<file path="src/hw/rtl/segx_pkg.sv">
`timescale 1ns / 1ps
// Shared types for the segment intersection test pipeline.
// No dependencies; imported by every module of the block.
package segx_pkg;

	// Bounding box results for the collinear case, one flag per endpoint.
	typedef struct packed {
		logic q0_in_first;   // second start inside the first segment's box
		logic q1_in_first;   // second end inside the first segment's box
		logic p0_in_second;  // first start inside the second segment's box
		logic p1_in_second;  // first end inside the second segment's box
	} segx_box_t;

endpackage

</file>
<file path="src/hw/rtl/segx_diff.sv">
`timescale 1ns / 1ps
// Stage 1: edge vectors r, s, pq and endpoint bounding box checks.
// Depends on segx_pkg.
module segx_diff import segx_pkg::*; #(
	parameter int COORD_WIDTH = 16
) (
	input  logic                          clk,
	input  logic                          arst_n,
	input  logic                          in_valid,
	input  logic signed [COORD_WIDTH-1:0] p0x,
	input  logic signed [COORD_WIDTH-1:0] p0y,
	input  logic signed [COORD_WIDTH-1:0] p1x,
	input  logic signed [COORD_WIDTH-1:0] p1y,
	input  logic signed [COORD_WIDTH-1:0] q0x,
	input  logic signed [COORD_WIDTH-1:0] q0y,
	input  logic signed [COORD_WIDTH-1:0] q1x,
	input  logic signed [COORD_WIDTH-1:0] q1y,
	output logic                          v_s1,
	output logic signed [COORD_WIDTH:0]   rx_s1,
	output logic signed [COORD_WIDTH:0]   ry_s1,
	output logic signed [COORD_WIDTH:0]   sx_s1,
	output logic signed [COORD_WIDTH:0]   sy_s1,
	output logic signed [COORD_WIDTH:0]   pqx_s1,
	output logic signed [COORD_WIDTH:0]   pqy_s1,
	output segx_box_t                     box_s1
);

	logic signed [COORD_WIDTH:0] rx, ry, sx, sy, pqx, pqy;
	segx_box_t box;

	// Differences are one bit wider than the coordinates, so they never wrap.
	always_comb begin
		rx  = {p1x[COORD_WIDTH-1], p1x} - {p0x[COORD_WIDTH-1], p0x};
		ry  = {p1y[COORD_WIDTH-1], p1y} - {p0y[COORD_WIDTH-1], p0y};
		sx  = {q1x[COORD_WIDTH-1], q1x} - {q0x[COORD_WIDTH-1], q0x};
		sy  = {q1y[COORD_WIDTH-1], q1y} - {q0y[COORD_WIDTH-1], q0y};
		pqx = {q0x[COORD_WIDTH-1], q0x} - {p0x[COORD_WIDTH-1], p0x};
		pqy = {q0y[COORD_WIDTH-1], q0y} - {p0y[COORD_WIDTH-1], p0y};
	end

	// A point lies above the minimum of two ends when it lies above either of
	// them, and below the maximum when it lies below either of them.
	always_comb begin
		box.q0_in_first  = (q0x >= p0x || q0x >= p1x) && (q0x <= p0x || q0x <= p1x) &&
		                   (q0y >= p0y || q0y >= p1y) && (q0y <= p0y || q0y <= p1y);
		box.q1_in_first  = (q1x >= p0x || q1x >= p1x) && (q1x <= p0x || q1x <= p1x) &&
		                   (q1y >= p0y || q1y >= p1y) && (q1y <= p0y || q1y <= p1y);
		box.p0_in_second = (p0x >= q0x || p0x >= q1x) && (p0x <= q0x || p0x <= q1x) &&
		                   (p0y >= q0y || p0y >= q1y) && (p0y <= q0y || p0y <= q1y);
		box.p1_in_second = (p1x >= q0x || p1x >= q1x) && (p1x <= q0x || p1x <= q1x) &&
		                   (p1y >= q0y || p1y >= q1y) && (p1y <= q0y || p1y <= q1y);
	end

	// Valid bit of the stage.
	always_ff @(posedge clk or negedge arst_n) begin
		if (!arst_n) begin
			v_s1 <= 1'b0;
		end else begin
			v_s1 <= in_valid;
		end
	end

	// Payload registers of the stage.
	always_ff @(posedge clk) begin
		rx_s1  <= rx;
		ry_s1  <= ry;
		sx_s1  <= sx;
		sy_s1  <= sy;
		pqx_s1 <= pqx;
		pqy_s1 <= pqy;
		box_s1 <= box;
	end

endmodule

</file>
<file path="config.mk">
export PLATFORM = sky130hd
export DESIGN_NAME = segx_diff
export DESIGN_NICKNAME = d
export VERILOG_FILES = /design/src/hw/rtl/segx_pkg.sv /design/src/hw/rtl/segx_diff.sv
export SDC_FILE = /design/constraint.sdc
export NUM_CORES = 1
export LEC_CHECK = 0
export BUFFER_PORTS_ARGS = -buffer_cell sky130_fd_sc_hd__buf_2
export CAP_MARGIN = 10
export CORE_MARGIN = 2
export CORE_UTILIZATION = 50
export DETAILED_ROUTE_END_ITERATION = 16
export HOLD_SLACK_MARGIN = 0.05
export PLACE_DENSITY = 0.9
export SLEW_MARGIN = 20
export SYNTH_ARGS = -nofsm -noshare
export SYNTH_HDL_FRONTEND = slang
export SYNTH_SLANG_ARGS = --single-unit
</file>
<file path="constraint.sdc">
create_clock -name clk -period 0.8 [get_ports clk]
set_input_delay 0.24 -clock clk [delete_from_list [all_inputs] [get_ports clk]]
set_output_delay 0.24 -clock clk [all_outputs]
set_load 0.005 [all_outputs]
</file>
==> summary.txt, run 1 <==
Die
  • Ports: 238
  • Horiz. Die Dim: 142 um
  • Row count: 50
  • Die height: 142 um
  • Initial core utilization: 0.510

Clocking
  • Clock buffer depth: 2
  • H-tree Lvls: 3
  • Num Clock Sinks: 107
  • CTS buffer count: 9
  • Root Buffer: clkbuf_16

Placed design
  • Pre-CTS setup slack: -1580 ps
  • I/O Buffers: 237
  • Cells after DPL: 1,985
  • Placer Congestion: 1.01
  • Detailed Place HPWL: 32,800 um

GRT
  • Vias in the first global route: 16,900
  • Total gr overflow: 27
  • First-pass GRT wire length: 105,000 um
  • Largest net degree at the start of global routing: 20
  • Global-route usage over all layers: 0.693

Run status
  • Error msg: [ERROR GRT-0116] Global routing finished with congestion. Check the congestion regions in the DRC Viewer.
  • Fail Step: global routing (5_1_grt)
  • Status: stopped before the end

Logic synthesis
  • Top FF cell, synth: dfxtp_1
  • Seq/Total Area, Yosys: 0.225
  • Post-synthesis register bit count: 107
  • Ys async rst share: 0.00935
  • Synth unique cells: 68
  • Synth Cell Area: 0.00954 mm2
  • Post-synth EDFFs: 0
  • Yosys synthesis warning count: 0
  • Post-synth net total: 1,473
  • Gate Count Post-Synth: 1,142
  • Mapped Avg Cell Area: 8.36 um2
[through the flow]
step,TNS (ps),area [um2]
after floorplan,-69560,10600
after detailed placement,-114690,14900
after global placement,-108630,14900
after CTS,-93330,17400
[synth_stat cells (4+ instances only)]
library cell	n	share of area
a2111oi_0	4	0.0037
a21boi_0	4	0.0031
xnor2_1	46	0.042
dfxtp_1	106	0.22
and3_1	9	0.0059
mux2i_1	13	0.014
o21bai_1	8	0.0063
a221oi_1	8	0.0073
nand4_1	22	0.014
inv_1	151	0.059
nor4_1	7	0.0046
or2_2	7	0.0046
nor3_1	45	0.024
xor2_1	12	0.011
clkbuf_1	12	0.0047
a21o_1	34	0.027
nand2_1	48	0.019
o21a_1	42	0.033
o21ai_0	38	0.020
a211oi_1	14	0.011
o311ai_0	6	0.0055
ha_1	194	0.25
fa_1	6	0.013
nand2b_1	12	0.0079
nand3_1	29	0.015
o22ai_1	4	0.0026
nor2b_1	30	0.020
or3_1	6	0.0039
nor2_1	72	0.028
o211ai_1	12	0.0094
a21oi_1	68	0.036
a31oi_1	12	0.0079
[repair_timing]
item / in CTS
setup buffers: 61
pin swaps: 184
setup endpoints to repair: 207
endpoints found under the hold margin: 2
hold buffers: 2
gates resized for setup: 389
[metal layers]
layer | track usage | overflow
met5 | 0.0476 | 0
met4 | 0.768 | 14
met3 | 0.515 | 0
met2 | 0.914 | 13
met1 | 0.646 | 0
[kinds of logic after synthesis]
logic type	synth area share
buf+inv	0.0657
compound gates	0.218
fa+ha+maj	0.267
flops	0.225
mux	0.0136
xor+xnor	0.0532
simple gates	0.158
==> run 2, diff against run 1 <==
--- a/config.mk
+++ b/config.mk
@@ -8,10 +8,9 @@
 export BUFFER_PORTS_ARGS = -buffer_cell sky130_fd_sc_hd__buf_2
 export CAP_MARGIN = 10
 export CORE_MARGIN = 2
-export CORE_UTILIZATION = 50
+export CORE_UTILIZATION = 40
 export DETAILED_ROUTE_END_ITERATION = 16
-export HOLD_SLACK_MARGIN = 0.05
-export PLACE_DENSITY = 0.9
+export PLACE_DENSITY_LB_ADDON = 0.15
 export SLEW_MARGIN = 20
 export SYNTH_ARGS = -nofsm -noshare
 export SYNTH_HDL_FRONTEND = slang
==> constraint.sdc (replaced) <==
create_clock -name clk -period 1.04 [get_ports clk]
set_input_delay 0.312 -clock clk [delete_from_list [all_inputs] [get_ports clk]]
set_output_delay 0.312 -clock clk [all_outputs]
set_load 0.005 [all_outputs]
==> run 2 against run 1 <==
The flow now finishes, with violations (negative setup slack). Area after synthesis is the same. Synthesized cell count is the same.
==> summary.txt, run 2 <==
Timing
  • Hold Vio Cnt, Final: 0
  • Crit share post-route: 1.89
  • Min Tclk post-route: 1970 ps
  • Max Freq: 0.509 GHz
  • Setup violators final: 193
  • RSZ-0062 raised after global routing: yes
  • Tightest Pin Transition: 613 ps
  • Final worst slack: -926 ps
  • Slew margin rel.: 0.581
  • Slew Limit Fails: 0

Logic synthesis
  • Gate Count Post-Synth: 1,142 (unchanged)
  • Synth Cell Area: 0.00954 mm2 (unchanged)
  • Seq/Total Area, Yosys: 0.225 (unchanged)
  • Synth area leaders: ha_1 (25%), dfxtp_1 (22%), inv_1 (5.9%)
  • Ys async rst share: 0.00935 (unchanged)
  • Largest area contributor in the netlist: ha_1
  • Yosys synthesis warning count: 0 (unchanged)
  • Synth unique cells: 68 (unchanged)
  • Post-synthesis register bit count: 107 (unchanged)
  • Most common cell in the netlist: ha_1
  • Top FF cell, synth: dfxtp_1
  • Mapped Avg Cell Area: 8.36 um2 (unchanged)
  • Synth top area share: 0.254 (unchanged)
  • Post-synth EDFFs: 0 (unchanged)
  • Post-synth top cells: ha_1 (194), inv_1 (151), dfxtp_1 (106), nor2_1 (72), a21oi_1 (68)
  • Post-synth net total: 1,473 (unchanged)

Drt
  • Via count: 11,200
  • Residual DRC count: 0
  • Drt total wl: 37,900 um
  • DR iter-0 viols: 420
  • Antenna-violating nets left: 0
  • DR pass1 iterations: 4
  • Vias per cell: 5.20
  • Drt wl/cell: 17.6 um

Setup path
  • Critical Path Source Type: input port
  • CP Cell Sequence: buf_2 -> inv_1 -> buf_4 -> ha_1 -> nor2_1 -> nand2_1 -> o211ai_4 -> a31oi_4 -> or4b_1 -> o2111ai_2
  • Setup CP Type: input port to flop
  • Arr. time, crit path: 2250 ps
  • WP buf/inv: 3
  • Worst-path maximum fanout: 4
  • Worst path slowest cell: or4b_1
  • Max stage delay on crit path: 500 ps
  • CP top delay family: simple AND/OR/NAND/NOR gates
  • WP data required: 1320 ps
  • Setup crit end kind: flop

Placed design
  • Pre-CTS setup slack: -1490 ps (+90.1 ps)
  • Dpl cell area: 0.0152 mm2 (+2.1%)
  • Placer Congestion: 0.905 (-10%)
  • Detailed Place HPWL: 28,400 um (-13%)
  • I/O Buffers: 237 (unchanged)

Finish
  • Most frequent cells in the layout: buf_4 (410), buf_2 (158), ha_1 (114), buf_6 (101), inv_1 (91)
  • Finished Cell Area: 0.0183 mm2
  • Area grow syn2layout: 91.3%
  • Commonest non-fill, non-tap cell in the layout: buf_4
  • Layout cell share with drive strength beyond 1: 0.601
  • Fill cell count: 1,513
  • Final #Nets: 2,163

Clocking
  • CTS buffer count: 9 (unchanged)
  • Root Buffer: clkbuf_16
  • Worst-path clk slew: 80 ps
  • H-tree Lvls: 3 (unchanged)
  • CTS tree: built
  • Clock buffer depth: 2 (unchanged)
  • Num Clock Sinks: 107 (unchanged)

Die
  • Die height: 158 um (+11%)
  • DIE AREA: 0.0251 mm2
  • Row count: 56 (+12%)
  • Core area: 0.0235 mm2
  • Ports: 238 (unchanged)
  • Horiz. Die Dim: 158 um (+11%)
  • Initial core utilization: 0.407 (-0.104)

GRT
  • First-pass GRT wire length: 55,000 um
  • Largest net degree at the start of global routing: 19
  • Global-route usage over all layers: 0.280
  • Vias in the first global route: 11,500
  • Total gr overflow: 0
  • Initial antenna violation count: 1

Power and ir drop
  • Static Leak: 8.64 nW
  • Pwr dens: 1050 mW/mm2
  • VDD IR-drop max: 0.694 mV

Job
  • Max cap viols: 0

Run status
  • Status: finished, violations left
  • Failing checks: negative setup slack

Worst hold path
  • Min-Delay Path Class: input port to flop
run 2: cell counts after synthesis:
No cell type changed its count.
run 2: per-stage QoR:
step	hold WS (ps)	total power, mW	utilization	setup TNS, ps	instances
4_1_cts	41.0	18.1	0.724	-57450	2139
3_3_place_gp	86.2	13.0	0.647	-95930	2094
3_5_place_dp	87.9	13.1	0.647	-97670	2094
6_report	47.9	19.2	0.778	-58130	2157
2_1_floorplan	16.4	9.14	-	-52760	1142
5_1_grt	47.0	20.3	0.778	-66020	2156
run 2: cells by family (layout without fill, tap and decap cells):
kind of cell / after synthesis / in the layout / synth area share
compound gates: 299 / 299 / 0.218
buf+inv: 166 / 861 / 0.0657
flops: 107 / 107 / 0.225
xor+xnor: 58 / 58 / 0.0532
fa+ha+maj: 200 / 200 / 0.267
other cells: 0 / 1 / 0
mux: 13 / 13 / 0.0136
simple gates: 299 / 299 / 0.158
run 2: routing by layer:
metal  track usage  wire length, um
met1         0.304            14800
met4         0.117             1650
met3        0.0419             1570
met5             0                0
met2         0.540            19900
run 2: final timing paths:
check / from / endpoint / cells after the start
setup / recovery: q0x[4] / sx_s1[14]$_DFF_P_ / 10
hold / removal: in_valid / v_s1$_DFF_PN0_ / 1
max in group asynchronous: arst_n / v_s1$_DFF_PN0_ / 2
min in group asynchronous: arst_n / v_s1$_DFF_PN0_ / 2
run 2: final cells by class:
| type | count | area [um2] | area share |
|---|---|---|---|
| inverters | 151 | 781 | 0.0428 |
| clock inverters | 5 | 67.6 | 0.00370 |
| repair buffers | 694 | 5440 | 0.298 |
| well taps | 319 | 399 | 0.0219 |
| diodes | 1 | 2.50 | 0.000137 |
| clock buffers | 11 | 253 | 0.0138 |
| multi-input cells | 869 | 9110 | 0.499 |
| flip-flops and latches | 107 | 2200 | 0.121 |
run 2: timing repair:
item	in CTS	in global routing
gates resized for setup	272	252
pin swaps	148	133
buffers inserted	32	26
endpoints found under the setup margin	197	195
hold buffers	1	0
hold endpoints to repair	1	0
run 2: power by group:
group | switching [mW] | internal (mW) | total, mW
clock | 1.88 | 2.04 | 3.92
combinational | 4.50 | 5.49 | 9.98
sequential | 0.319 | 5.02 | 5.34
(Power assumes the default switching activity.)
